$ cat src/acf_pkg.sv
`default_nettype none
// ----------------------------------------------------------------------------
// Attitude complementary filter package
// Shared constants, configuration and command types, and the arctangent table.
// ----------------------------------------------------------------------------
package acf_pkg;

  localparam int unsigned CORDIC_STEPS = 16;
  localparam int unsigned ATAN_ENTRIES = 24;
  localparam int unsigned CORDIC_ITERS =
      (CORDIC_STEPS < ATAN_ENTRIES) ? CORDIC_STEPS : ATAN_ENTRIES;
  localparam int unsigned ITER_W = 5;

  localparam logic signed [25:0] DEG180_Q16 = 26'sd11796480;
  localparam logic [16:0] BLEND_ONE = 17'd65536;

  localparam int unsigned CFG_IDX_W = 3;
  localparam int unsigned CFG_DATA_W = 24;

  typedef enum logic [CFG_IDX_W-1:0] {
    REG_GYRO_X_OFFSET = 3'd0,
    REG_GYRO_Y_OFFSET = 3'd1,
    REG_GYRO_Z_OFFSET = 3'd2,
    REG_GYRO_SCALE    = 3'd3,
    REG_ACCEL_SCALE   = 3'd4,
    REG_BLEND_COEFF   = 3'd5,
    REG_TIME_STEP     = 3'd6
  } acf_reg_e;

  typedef struct packed {
    logic [15:0] gyro_x_offset;
    logic [15:0] gyro_y_offset;
    logic [15:0] gyro_z_offset;
    logic [23:0] gyro_scale_recip;
    logic [23:0] accel_scale_recip;
    logic [16:0] blend_coeff;
    logic [15:0] time_step;
  } acf_cfg_t;

  typedef enum logic [2:0] {
    DP_NONE,
    DP_LOAD,
    DP_CINIT,
    DP_CSTEP,
    DP_CSAVE
  } acf_dp_op_e;

  typedef enum logic [3:0] {
    MUL_NONE,
    MUL_RX,
    MUL_RY,
    MUL_RZ,
    MUL_VZ,
    MUL_RDT_P,
    MUL_RDT_R,
    MUL_A_LO,
    MUL_A_HI,
    MUL_B_P,
    MUL_B_R
  } acf_mul_e;

  typedef enum logic [3:0] {
    WB_NONE,
    WB_RX,
    WB_RY,
    WB_RZ,
    WB_VZ,
    WB_GP_P,
    WB_GP_R,
    WB_ACC_SET,
    WB_ACC_ADD24,
    WB_ACC_ADD8,
    WB_EST_P,
    WB_EST_R
  } acf_wb_e;

  typedef struct packed {
    acf_dp_op_e        op;
    logic              axis;
    logic [ITER_W-1:0] iter;
    acf_mul_e          mul_sel;
    acf_wb_e           wb_sel;
  } acf_cmd_t;

  // Arctangent of 2^-i in degrees, Q16.
  function automatic logic [21:0] acf_atan(input logic [ITER_W-1:0] idx);
    logic [21:0] v;
    case (idx)
      5'd0:    v = 22'd2949120;
      5'd1:    v = 22'd1740967;
      5'd2:    v = 22'd919879;
      5'd3:    v = 22'd466945;
      5'd4:    v = 22'd234379;
      5'd5:    v = 22'd117304;
      5'd6:    v = 22'd58666;
      5'd7:    v = 22'd29335;
      5'd8:    v = 22'd14668;
      5'd9:    v = 22'd7334;
      5'd10:   v = 22'd3667;
      5'd11:   v = 22'd1833;
      5'd12:   v = 22'd917;
      5'd13:   v = 22'd458;
      5'd14:   v = 22'd229;
      5'd15:   v = 22'd115;
      5'd16:   v = 22'd57;
      5'd17:   v = 22'd29;
      5'd18:   v = 22'd14;
      5'd19:   v = 22'd7;
      5'd20:   v = 22'd4;
      5'd21:   v = 22'd2;
      5'd22:   v = 22'd1;
      default: v = 22'd0;
    endcase
    return v;
  endfunction

endpackage
`default_nettype wire

$ cat src/acf_ctrl.sv
`default_nettype none
// ----------------------------------------------------------------------------
// Attitude complementary filter controller
// Sequences the CORDIC passes and the multiply program for one sample set.
// ----------------------------------------------------------------------------
module acf_ctrl import acf_pkg::*; (
  input  wire logic clk_i,
  input  wire logic rst_ni,
  input  wire logic in_valid_i,
  output acf_cmd_t  cmd_o,
  output logic      in_stall_o,
  input  wire logic out_free_i,
  output logic      out_load_o
);

  typedef enum logic [2:0] {
    ST_IDLE,
    ST_CINIT,
    ST_CRUN,
    ST_CSAVE,
    ST_SEQ,
    ST_DONE
  } state_e;

  localparam logic [ITER_W-1:0] ITER_LAST = ITER_W'(CORDIC_ITERS - 1);
  localparam logic [4:0] SEQ_LAST = 5'd17;

  state_e            state_q;
  logic [ITER_W-1:0] iter_q;
  logic [4:0]        seq_q;
  logic              axis_q;

  assign in_stall_o = (state_q != ST_IDLE);
  assign out_load_o = (state_q == ST_DONE) && out_free_i;

  always_ff @(posedge clk_i or negedge rst_ni) begin
    if (!rst_ni) begin
      state_q <= ST_IDLE;
      iter_q  <= '0;
      seq_q   <= '0;
      axis_q  <= 1'b0;
    end else begin
      case (state_q)
        ST_IDLE: begin
          if (in_valid_i) begin
            state_q <= ST_CINIT;
            axis_q  <= 1'b0;
          end
        end
        ST_CINIT: begin
          iter_q  <= '0;
          state_q <= ST_CRUN;
        end
        ST_CRUN: begin
          if (iter_q == ITER_LAST) begin
            state_q <= ST_CSAVE;
          end else begin
            iter_q <= iter_q + 1'b1;
          end
        end
        ST_CSAVE: begin
          if (!axis_q) begin
            axis_q  <= 1'b1;
            state_q <= ST_CINIT;
          end else begin
            seq_q   <= '0;
            state_q <= ST_SEQ;
          end
        end
        ST_SEQ: begin
          if (seq_q == SEQ_LAST) begin
            state_q <= ST_DONE;
          end else begin
            seq_q <= seq_q + 1'b1;
          end
        end
        ST_DONE: begin
          if (out_free_i) begin
            state_q <= ST_IDLE;
          end
        end
        default: state_q <= ST_IDLE;
      endcase
    end
  end

  // Multiply program: a product issued in one step is written back in the next.
  always_comb begin
    cmd_o         = '0;
    cmd_o.op      = DP_NONE;
    cmd_o.axis    = axis_q;
    cmd_o.iter    = iter_q;
    cmd_o.mul_sel = MUL_NONE;
    cmd_o.wb_sel  = WB_NONE;
    case (state_q)
      ST_IDLE:  cmd_o.op = in_valid_i ? DP_LOAD : DP_NONE;
      ST_CINIT: cmd_o.op = DP_CINIT;
      ST_CRUN:  cmd_o.op = DP_CSTEP;
      ST_CSAVE: cmd_o.op = DP_CSAVE;
      ST_SEQ: begin
        case (seq_q)
          5'd0: cmd_o.mul_sel = MUL_RX;
          5'd1: begin
            cmd_o.mul_sel = MUL_RY;
            cmd_o.wb_sel  = WB_RX;
          end
          5'd2: begin
            cmd_o.mul_sel = MUL_RZ;
            cmd_o.wb_sel  = WB_RY;
          end
          5'd3: begin
            cmd_o.mul_sel = MUL_VZ;
            cmd_o.wb_sel  = WB_RZ;
          end
          5'd4: begin
            cmd_o.mul_sel = MUL_RDT_P;
            cmd_o.wb_sel  = WB_VZ;
          end
          5'd5: cmd_o.wb_sel = WB_GP_P;
          5'd6: cmd_o.mul_sel = MUL_A_LO;
          5'd7: begin
            cmd_o.mul_sel = MUL_A_HI;
            cmd_o.wb_sel  = WB_ACC_SET;
          end
          5'd8: begin
            cmd_o.mul_sel = MUL_B_P;
            cmd_o.wb_sel  = WB_ACC_ADD24;
          end
          5'd9:  cmd_o.wb_sel = WB_ACC_ADD8;
          5'd10: cmd_o.wb_sel = WB_EST_P;
          5'd11: cmd_o.mul_sel = MUL_RDT_R;
          5'd12: cmd_o.wb_sel = WB_GP_R;
          5'd13: cmd_o.mul_sel = MUL_A_LO;
          5'd14: begin
            cmd_o.mul_sel = MUL_A_HI;
            cmd_o.wb_sel  = WB_ACC_SET;
          end
          5'd15: begin
            cmd_o.mul_sel = MUL_B_R;
            cmd_o.wb_sel  = WB_ACC_ADD24;
          end
          5'd16: cmd_o.wb_sel = WB_ACC_ADD8;
          5'd17: cmd_o.wb_sel = WB_EST_R;
          default: cmd_o.wb_sel = WB_NONE;
        endcase
      end
      default: cmd_o.op = DP_NONE;
    endcase
  end

  a_accept_starts: assert property (@(posedge clk_i) disable iff (!rst_ni)
    (in_valid_i && !in_stall_o) |=> (state_q == ST_CINIT && !axis_q))
    else $error("accepted transaction did not start the pitch CORDIC pass");

  a_iter_bound: assert property (@(posedge clk_i) disable iff (!rst_ni)
    (state_q == ST_CRUN) |-> (iter_q <= ITER_LAST))
    else $error("CORDIC iteration count out of range");

  a_load_free: assert property (@(posedge clk_i) disable iff (!rst_ni)
    out_load_o |-> out_free_i)
    else $error("result loaded while output register is occupied");

  a_load_to_idle: assert property (@(posedge clk_i) disable iff (!rst_ni)
    out_load_o |=> (state_q == ST_IDLE))
    else $error("controller did not return to idle after delivering a result");

endmodule
`default_nettype wire

$ cat src/acf_dp.sv
`default_nettype none
// ----------------------------------------------------------------------------
// Attitude complementary filter datapath
// Iterative vectoring CORDIC, one shared multiplier, accumulator and state.
// ----------------------------------------------------------------------------
module acf_dp import acf_pkg::*; (
  input  wire logic               clk_i,
  input  wire logic               rst_ni,
  input  wire acf_cmd_t           cmd_i,
  input  wire acf_cfg_t           cfg_i,
  input  wire logic signed [15:0] accel_x_i,
  input  wire logic signed [15:0] accel_y_i,
  input  wire logic signed [15:0] accel_z_i,
  input  wire logic signed [15:0] gyro_x_i,
  input  wire logic signed [15:0] gyro_y_i,
  input  wire logic signed [15:0] gyro_z_i,
  output logic signed [17:0]      pitch_angle_out_o,
  output logic signed [17:0]      roll_angle_out_o,
  output logic signed [23:0]      pitch_rate_o,
  output logic signed [23:0]      roll_rate_o,
  output logic signed [23:0]      yaw_rate_o,
  output logic signed [15:0]      vertical_accel_o
);

  function automatic logic signed [23:0] sat24(input logic signed [51:0] v);
    logic signed [23:0] r;
    if (v > 52'sd8388607) r = 24'sh7FFFFF;
    else if (v < -52'sd8388608) r = 24'sh800000;
    else r = v[23:0];
    return r;
  endfunction

  function automatic logic signed [15:0] sat16(input logic signed [51:0] v);
    logic signed [15:0] r;
    if (v > 52'sd32767) r = 16'sh7FFF;
    else if (v < -52'sd32768) r = 16'sh8000;
    else r = v[15:0];
    return r;
  endfunction

  function automatic logic signed [31:0] sat32(input logic signed [59:0] v);
    logic signed [31:0] r;
    if (v > 60'sd2147483647) r = 32'sh7FFFFFFF;
    else if (v < -60'sd2147483648) r = 32'sh80000000;
    else r = v[31:0];
    return r;
  endfunction

  function automatic logic signed [17:0] sat18(input logic signed [32:0] v);
    logic signed [17:0] r;
    if (v > 33'sd131071) r = 18'sh1FFFF;
    else if (v < -33'sd131072) r = 18'sh20000;
    else r = v[17:0];
    return r;
  endfunction

  logic signed [15:0] ax_q, ay_q, az_q;
  logic signed [16:0] cx_q, cy_q, cz_q;
  logic signed [32:0] x_q, y_q;
  logic signed [25:0] z_q;
  logic               zero_q;
  logic signed [25:0] ang_p_q, ang_r_q;
  logic signed [23:0] rx_q, ry_q, rz_q;
  logic signed [15:0] vz_q;
  logic signed [51:0] prod_q;
  logic signed [40:0] gp_q;
  logic signed [59:0] acc_q;
  logic signed [31:0] est_p_q, est_r_q;

  // CORDIC set-up: a negative denominator turns the vector by 180 degrees.
  logic signed [16:0] num_s, den_s, num_t, den_t;
  logic signed [25:0] z_init;
  logic signed [32:0] dx, dy;
  logic signed [25:0] atan_s;

  always_comb begin
    num_s  = cmd_i.axis ? 17'(ax_q) : 17'(ay_q);
    den_s  = 17'(az_q);
    num_t  = num_s;
    den_t  = den_s;
    z_init = '0;
    if (den_s < 0) begin
      z_init = (num_s >= 0) ? DEG180_Q16 : -DEG180_Q16;
      num_t  = -num_s;
      den_t  = -den_s;
    end
    dx     = y_q >>> cmd_i.iter;
    dy     = x_q >>> cmd_i.iter;
    atan_s = 26'($signed({1'b0, acf_atan(cmd_i.iter)}));
  end

  // Shared multiplier operand selection.
  logic [16:0]        a_eff, b_eff;
  logic signed [25:0] mul_a, mul_b;

  always_comb begin
    a_eff = (cfg_i.blend_coeff > BLEND_ONE) ? BLEND_ONE : cfg_i.blend_coeff;
    b_eff = BLEND_ONE - a_eff;
    mul_a = '0;
    mul_b = '0;
    case (cmd_i.mul_sel)
      MUL_RX: begin
        mul_a = 26'(cx_q);
        mul_b = $signed({2'b00, cfg_i.gyro_scale_recip});
      end
      MUL_RY: begin
        mul_a = 26'(cy_q);
        mul_b = $signed({2'b00, cfg_i.gyro_scale_recip});
      end
      MUL_RZ: begin
        mul_a = 26'(cz_q);
        mul_b = $signed({2'b00, cfg_i.gyro_scale_recip});
      end
      MUL_VZ: begin
        mul_a = 26'(az_q);
        mul_b = $signed({2'b00, cfg_i.accel_scale_recip});
      end
      MUL_RDT_P: begin
        mul_a = 26'(rx_q);
        mul_b = $signed({10'd0, cfg_i.time_step});
      end
      MUL_RDT_R: begin
        mul_a = 26'(ry_q);
        mul_b = $signed({10'd0, cfg_i.time_step});
      end
      MUL_A_LO: begin
        mul_a = $signed({9'd0, a_eff});
        mul_b = $signed({2'b00, gp_q[23:0]});
      end
      MUL_A_HI: begin
        mul_a = $signed({9'd0, a_eff});
        mul_b = 26'($signed(gp_q[40:24]));
      end
      MUL_B_P: begin
        mul_a = $signed({9'd0, b_eff});
        mul_b = ang_p_q;
      end
      MUL_B_R: begin
        mul_a = $signed({9'd0, b_eff});
        mul_b = ang_r_q;
      end
      default: begin
        mul_a = '0;
        mul_b = '0;
      end
    endcase
  end

  // Rounding: add one half, then floor.
  logic signed [51:0] rate_r, vz_r;
  logic signed [59:0] prod_x, est_r;
  logic signed [40:0] gp_p_d, gp_r_d;

  always_comb begin
    rate_r = (prod_q + 52'sd32768) >>> 16;
    vz_r   = (prod_q + 52'sd2048) >>> 12;
    prod_x = 60'(prod_q);
    est_r  = (acc_q + 60'sd8388608) >>> 24;
    gp_p_d = $signed({est_p_q[31], est_p_q, 8'd0}) + $signed(prod_q[40:0]);
    gp_r_d = $signed({est_r_q[31], est_r_q, 8'd0}) + $signed(prod_q[40:0]);
  end

  always_ff @(posedge clk_i) begin
    case (cmd_i.op)
      DP_LOAD: begin
        ax_q <= accel_x_i;
        ay_q <= accel_y_i;
        az_q <= accel_z_i;
        cx_q <= 17'(gyro_x_i) + 17'($signed(cfg_i.gyro_x_offset));
        cy_q <= 17'(gyro_y_i) + 17'($signed(cfg_i.gyro_y_offset));
        cz_q <= 17'(gyro_z_i) + 17'($signed(cfg_i.gyro_z_offset));
      end
      DP_CINIT: begin
        zero_q <= (num_s == 0) && (den_s == 0);
        x_q    <= 33'(den_t) <<< 14;
        y_q    <= 33'(num_t) <<< 14;
        z_q    <= z_init;
      end
      DP_CSTEP: begin
        if (!y_q[32]) begin
          x_q <= x_q + dx;
          y_q <= y_q - dy;
          z_q <= z_q + atan_s;
        end else begin
          x_q <= x_q - dx;
          y_q <= y_q + dy;
          z_q <= z_q - atan_s;
        end
      end
      DP_CSAVE: begin
        if (cmd_i.axis) ang_r_q <= zero_q ? '0 : z_q;
        else ang_p_q <= zero_q ? '0 : z_q;
      end
      default: ;
    endcase

    prod_q <= mul_a * mul_b;

    case (cmd_i.wb_sel)
      WB_RX:        rx_q <= sat24(rate_r);
      WB_RY:        ry_q <= sat24(rate_r);
      WB_RZ:        rz_q <= sat24(rate_r);
      WB_VZ:        vz_q <= sat16(vz_r);
      WB_GP_P:      gp_q <= gp_p_d;
      WB_GP_R:      gp_q <= gp_r_d;
      WB_ACC_SET:   acc_q <= prod_x;
      WB_ACC_ADD24: acc_q <= acc_q + (prod_x <<< 24);
      WB_ACC_ADD8:  acc_q <= acc_q + (prod_x <<< 8);
      default: ;
    endcase
  end

  // The filter state is the only datapath storage that reset clears.
  always_ff @(posedge clk_i or negedge rst_ni) begin
    if (!rst_ni) begin
      est_p_q <= '0;
      est_r_q <= '0;
    end else begin
      if (cmd_i.wb_sel == WB_EST_P) est_p_q <= sat32(est_r);
      if (cmd_i.wb_sel == WB_EST_R) est_r_q <= sat32(est_r);
    end
  end

  logic signed [32:0] p_rnd, r_rnd;
  assign p_rnd = ($signed({est_p_q[31], est_p_q}) + 33'sd128) >>> 8;
  assign r_rnd = ($signed({est_r_q[31], est_r_q}) + 33'sd128) >>> 8;

  assign pitch_angle_out_o = sat18(p_rnd);
  assign roll_angle_out_o  = sat18(r_rnd);
  assign pitch_rate_o      = rx_q;
  assign roll_rate_o       = ry_q;
  assign yaw_rate_o        = rz_q;
  assign vertical_accel_o  = vz_q;

endmodule
`default_nettype wire

$ cat src/attitude_complementary_filter_core.sv
`default_nettype none
// ----------------------------------------------------------------------------
// Attitude complementary filter core
// Tilt from accelerometer by CORDIC, gyro rates, complementary pitch/roll blend.
// ----------------------------------------------------------------------------
// Sample sets are taken one at a time: in_stall_o stays high until the result of
// the last set has been loaded into the output register, since the single CORDIC
// unit runs both tilt angles and there is one shared multiplier.
// Reset: asynchronous; configuration returns to its defaults and the pitch and
// roll estimates clear to zero.
module attitude_complementary_filter_core import acf_pkg::*; (
  input  wire logic                  clk_i,
  input  wire logic                  rst_ni,
  input  wire logic                  in_valid_i,
  output logic                       in_stall_o,
  input  wire logic signed [15:0]    accel_x_i,
  input  wire logic signed [15:0]    accel_y_i,
  input  wire logic signed [15:0]    accel_z_i,
  input  wire logic signed [15:0]    gyro_x_i,
  input  wire logic signed [15:0]    gyro_y_i,
  input  wire logic signed [15:0]    gyro_z_i,
  output logic                       out_valid_o,
  input  wire logic                  out_stall_i,
  output logic signed [17:0]         pitch_angle_out_o,
  output logic signed [17:0]         roll_angle_out_o,
  output logic signed [23:0]         pitch_rate_o,
  output logic signed [23:0]         roll_rate_o,
  output logic signed [23:0]         yaw_rate_o,
  output logic signed [15:0]         vertical_accel_o,
  input  wire logic                  cfg_valid_i,
  output logic                       cfg_ready_o,
  input  wire logic [CFG_IDX_W-1:0]  cfg_index_i,
  input  wire logic [CFG_DATA_W-1:0] cfg_data_i
);

  acf_cfg_t cfg_q;
  acf_cmd_t cmd;
  logic     out_load;
  logic     out_free;
  logic     out_valid_q;

  logic signed [17:0] pitch_d, roll_d;
  logic signed [23:0] prate_d, rrate_d, yrate_d;
  logic signed [15:0] vacc_d;

  assign cfg_ready_o = 1'b1;

  always_ff @(posedge clk_i or negedge rst_ni) begin
    if (!rst_ni) begin
      cfg_q.gyro_x_offset     <= 16'd433;
      cfg_q.gyro_y_offset     <= 16'hFFC3;
      cfg_q.gyro_z_offset     <= 16'hFF38;
      cfg_q.gyro_scale_recip  <= 24'd128070;
      cfg_q.accel_scale_recip <= 24'd1024;
      cfg_q.blend_coeff       <= 17'd60293;
      cfg_q.time_step         <= 16'd1311;
    end else if (cfg_valid_i && cfg_ready_o) begin
      case (cfg_index_i)
        REG_GYRO_X_OFFSET: cfg_q.gyro_x_offset     <= cfg_data_i[15:0];
        REG_GYRO_Y_OFFSET: cfg_q.gyro_y_offset     <= cfg_data_i[15:0];
        REG_GYRO_Z_OFFSET: cfg_q.gyro_z_offset     <= cfg_data_i[15:0];
        REG_GYRO_SCALE:    cfg_q.gyro_scale_recip  <= cfg_data_i;
        REG_ACCEL_SCALE:   cfg_q.accel_scale_recip <= cfg_data_i;
        REG_BLEND_COEFF:   cfg_q.blend_coeff       <= cfg_data_i[16:0];
        REG_TIME_STEP:     cfg_q.time_step         <= cfg_data_i[15:0];
        default: ;
      endcase
    end
  end

  acf_ctrl u_ctrl (
    .clk_i      (clk_i),
    .rst_ni     (rst_ni),
    .in_valid_i (in_valid_i),
    .cmd_o      (cmd),
    .in_stall_o (in_stall_o),
    .out_free_i (out_free),
    .out_load_o (out_load)
  );

  acf_dp u_dp (
    .clk_i             (clk_i),
    .rst_ni            (rst_ni),
    .cmd_i             (cmd),
    .cfg_i             (cfg_q),
    .accel_x_i         (accel_x_i),
    .accel_y_i         (accel_y_i),
    .accel_z_i         (accel_z_i),
    .gyro_x_i          (gyro_x_i),
    .gyro_y_i          (gyro_y_i),
    .gyro_z_i          (gyro_z_i),
    .pitch_angle_out_o (pitch_d),
    .roll_angle_out_o  (roll_d),
    .pitch_rate_o      (prate_d),
    .roll_rate_o       (rrate_d),
    .yaw_rate_o        (yrate_d),
    .vertical_accel_o  (vacc_d)
  );

  // The output register frees up in the same cycle its transaction completes.
  assign out_free = !out_valid_q || !out_stall_i;

  always_ff @(posedge clk_i or negedge rst_ni) begin
    if (!rst_ni) begin
      out_valid_q <= 1'b0;
    end else if (out_load) begin
      out_valid_q <= 1'b1;
    end else if (!out_stall_i) begin
      out_valid_q <= 1'b0;
    end
  end

  always_ff @(posedge clk_i) begin
    if (out_load) begin
      pitch_angle_out_o <= pitch_d;
      roll_angle_out_o  <= roll_d;
      pitch_rate_o      <= prate_d;
      roll_rate_o       <= rrate_d;
      yaw_rate_o        <= yrate_d;
      vertical_accel_o  <= vacc_d;
    end
  end

  assign out_valid_o = out_valid_q;

endmodule
`default_nettype wire

$ cat config.mk
export PLATFORM = sky130hd
export DESIGN_NAME = attitude_complementary_filter_core
export DESIGN_NICKNAME = d
export VERILOG_FILES = /design/src/acf_pkg.sv /design/src/acf_ctrl.sv /design/src/acf_dp.sv /design/src/attitude_complementary_filter_core.sv
export SDC_FILE = /design/constraint.sdc
export NUM_CORES = 2
export LEC_CHECK = 0
export ABC_CLOCK_PERIOD_IN_PS = 22300
export BUFFER_PORTS_ARGS = -buffer_cell sky130_fd_sc_hd__buf_2
export CAP_MARGIN = 20
export CORE_ASPECT_RATIO = 1.75
export CORE_MARGIN = 1
export CORE_UTILIZATION = 37
export CTS_BUF_LIST = sky130_fd_sc_hd__clkbuf_8
export DETAILED_ROUTE_END_ITERATION = 12
export PLACE_DENSITY = 0.49
export SYNTH_ARGS = -nofsm -noshare
export SYNTH_HDL_FRONTEND = slang
export SYNTH_HIERARCHICAL = 1
export SYNTH_SLANG_ARGS = --single-unit
$ cat constraint.sdc
create_clock -name clk_i -period 22.3 [get_ports clk_i]
set_input_delay 2.23 -clock clk_i [delete_from_list [all_inputs] [get_ports clk_i]]
set_output_delay 2.23 -clock clk_i [all_outputs]
set_load 0.01 [all_outputs]
==> implementation parameters <==
Parameter                              Value

Run status
  Status    completed

GRT
  Met2 global-route usage    0.508
  Met1 Track Usage GR    0.283
  Overall Global Routing Usage    0.279
  Global route hottest layer    met2
  Remaining global-route overflow    0
  Largest net degree at the start of global routing    88
  Number of antenna violations at the first check in global routing    21
  Met3 Usage GRT    0.0415
  Wire length of the first global-routing pass    419,000 um
  Number of global-route vias before repair    63,400

STA
  Worst slew pin tran    1.30 ns
  Post-route clock skew    0.0954 ns
  Final setup violation count    0
  Slew HR    0.135
  Endpoints failing hold    0
  Setup repair after global routing missed its margin    no
  Final critical delay including setup and external delays    12.51 ns
  Final sum of negative setup slack    0 ns
  Final worst-path cycle share    0.561
  Final worst hold slack    0.416 ns
  Maximum clock frequency    79.9 MHz
  Max Slew Vio Count    0

Logic synthesis
  Flip-flop and latch count after synthesis    809
  Async SR Flop Fraction    0.257
  Post-Synthesis Cell Area    0.0759 sq mm
  Sequential fraction of the synthesis area    0.300
  Count of flip-flops with a built-in enable after synthesis    549
  Gate count after technology mapping    7,700
  Synthesized area per cell    9.86 sq um
  Yosys warning count    6
  Top-area cell type share of the netlist area    0.217
  Primary FF master, synth    edfxtp_1
  Synth top area cells    edfxtp_1 (22%), fa_1 (18%), ha_1 (7.0%)
  Commonest cells in the synthesized netlist    inv_1 (878), nand2_1 (790), fa_1 (683)
  Number of distinct library cells after synthesis    109
  Most frequent cell after synthesis    inv_1
  Cell accounting for the most synthesized area    edfxtp_1

Floorplanning
  Width of the die    344 um
  Die outline height    601 um
  Die area    0.207 sq mm
  Core area    0.204 sq mm
  # rows    219
  IO Pins    255
  Initial standard-cell utilization of the core    0.373

Run
  Max-Cap Viols    0

Worst setup path
  Worst setup EP type    flip-flop
  Startpoint class of the critical path    flip-flop
  Largest stage delay, worst path    0.70 ns
  Critical path's most frequent cell    fa_1
  Sum of buffers and inverters on the critical path    7
  Worst-path cell with the longest stage delay    fa_1
  Required time worst endpoint    23.03 ns
  Data arrival time of the critical path    13.24 ns
  Max FO, Critical Path    31
  Top cell family by delay on the critical path    adder cells
  Crit Path Class    reg2reg

CTS
  Clock latency reported for the late side of the worst-skew pair    0.91 ns
  Post-CTS setup buffer count    0
  Clock-pin slew on the worst setup and hold paths    0.07 ns
  Clock tree sinks    809
  CTS tree    done
  PostCTS Resize Cnt    0
  Total clock buffers created by CTS    145
  H-tree levels    4
  CTS root buf    clkbuf_8
  Number of buffers between clock root and the deepest sink    4
  Hold buffer count at CTS    0

Power and ir drop
  Pwr Density    113 mW/mm^2
  Peak ir drop on the vdd network    0.149 mV
  Leakage component of the power    36.6 nW

Placed design
  HPWL after detailed placement    227,000 um
  Port-buffer cells    253
  GP Congestion    0.973

Detailed routing
  Final ANT Viol Nets    0
  Violation count after the first detailed-route iteration    4,100
  DRC Markers    0
  Total iterations of the first detailed-routing run    7
  Drt wl/cell    27.1 um
  Total via count after detailed routing    60,300
  Mean number of vias per cell    5.64
  Wirelength, routed    290,000 um

Cells and area
  Layout cell share with drive strength beyond 1    0.130
  Number of nets in the layout    9,152
  Post-route core utilization    0.410
  Area added between synthesis and finish    9.82%

Min path
  Hold Crit Class    reg2reg
## metal layers
metal | wire length (um) | part of all wire | vias to the layer above
met5 | 151 | 0.00052 | -
met4 | 25500 | 0.088 | 26
met3 | 14400 | 0.050 | 857
met2 | 151000 | 0.52 | 2078
met1 | 98300 | 0.34 | 30300
li1 | - | - | 27000
## cells in the final DEF, fill, tap and decap left out, types with 65 or more instances in the layout
cell type,n
a21o_1,140
a21oi_1,382
a22oi_1,115
and2_1,80
and3_1,82
buf_2,253
buf_4,161
clkbuf_8,155
dfrtp_1,149
edfxtp_1,549
fa_1,683
ha_1,425
inv_1,926
mux2_2,197
mux4_2,73
nand2_1,789
nand2b_1,79
nand3_1,131
nand4_1,65
nor2_1,574
nor2b_1,84
nor3_1,88
o21ai_0,389
xnor2_1,277
xor2_1,204
## worst reg2reg max path: cells and delay by family, from the launching register on
kind | cells | cell delay, ns
flip-flops | 1 | 0.66
AND/OR/NAND/NOR | 8 | 2.84
adder cells (fa/ha/maj) | 8 | 4.17
buffers and inverters | 7 | 1.03
AO/OA/AOI/OAI | 12 | 3.58
## cells by family after synthesis
logic type,Yosys count,share of synthesized area
buffers and inverters,1234,0.0632
xor gates and xnor gates,482,0.0558
adders and majority gates,1108,0.250
and+or+nand+nor,2163,0.133
DFF,809,0.300
muxes,356,0.0667
other,3,0.000148
AOI/OAI and AO/OA,1545,0.130
## per-stage QoR
| step | std cells | total power, mW | setup WS [ns] | cell area [sq um] |
|---|---|---|---|---|
| after floorplan | 7705 | 6.36 | 11.76 | 75900 |
| after global placement | 10400 | 7.92 | 10.21 | 80600 |
| after detailed placement | 10400 | 7.96 | 10.01 | 80600 |
| after CTS | 10700 | 9.44 | 9.83 | 83300 |
| after global routing | 10700 | 10.0 | 9.15 | 83400 |
| final | 10700 | 9.42 | 9.79 | 83400 |
## power breakdown
part           switching, mW  leakage, nW  internal [mW]  total (mW)
sequential             0.352         8.16           2.11        2.47
clock                  0.689         1.58          0.724        1.41
combinational           3.35         26.9           2.19        5.54
total                   4.40         36.6           5.02        9.42
## path summary, 6_finish.rpt
kind | cells after the start | to | start | slack [ns]
max reg2reg | 35 | u_dp/prod_q[50] | u_ctrl/state_q[2] | 9.79
max in group asynchronous | 3 | u_dp/est_p_q[21] | rst_ni | 18.66
min in group asynchronous | 1 | cfg_q[100] | rst_ni | 1.39
min reg2reg | 0 | yaw_rate_o[21] | u_dp/yaw_rate_o[21] | 0.42
min | 0 | yaw_rate_o[21] | u_dp/yaw_rate_o[21] | 0.42
max | 35 | u_dp/prod_q[50] | u_ctrl/state_q[2] | 9.79
## flip-flops by register name, summed over array words and instances, names as in the netlist, 18 cells and up
name and flops:
u_dp/y_q 33, roll_rate_o 24, u_dp/ang_p_q 26, u_dp/pitch_rate_o 24, cfg_q 129, u_dp/prod_q 52, u_dp/x_q 33, roll_angle_out_o 18
u_dp/est_p_q 32, u_dp/gp_q 41, yaw_rate_o 24, u_dp/yaw_rate_o 24, pitch_angle_out_o 18, u_dp/z_q 26, u_dp/roll_rate_o 24, pitch_rate_o 24
u_dp/acc_q 52, u_dp/ang_r_q 26, u_dp/est_r_q 32
## layout make-up
| cell class | count | area [sq um] |
|---|---|---|
| clock inverters | 98 | 616 |
| fillers | 20200 | 120000 |
| well taps | 2652 | 3320 |
| inverters | 881 | 3310 |
| diodes | 9 | 22.5 |
| clock buffers | 155 | 2130 |
| flip-flops and latches | 809 | 22800 |
| multi-input cells | 5662 | 48700 |
| repair buffers | 417 | 2520 |
No activity file was read; power rests on OpenSTA's default activity.
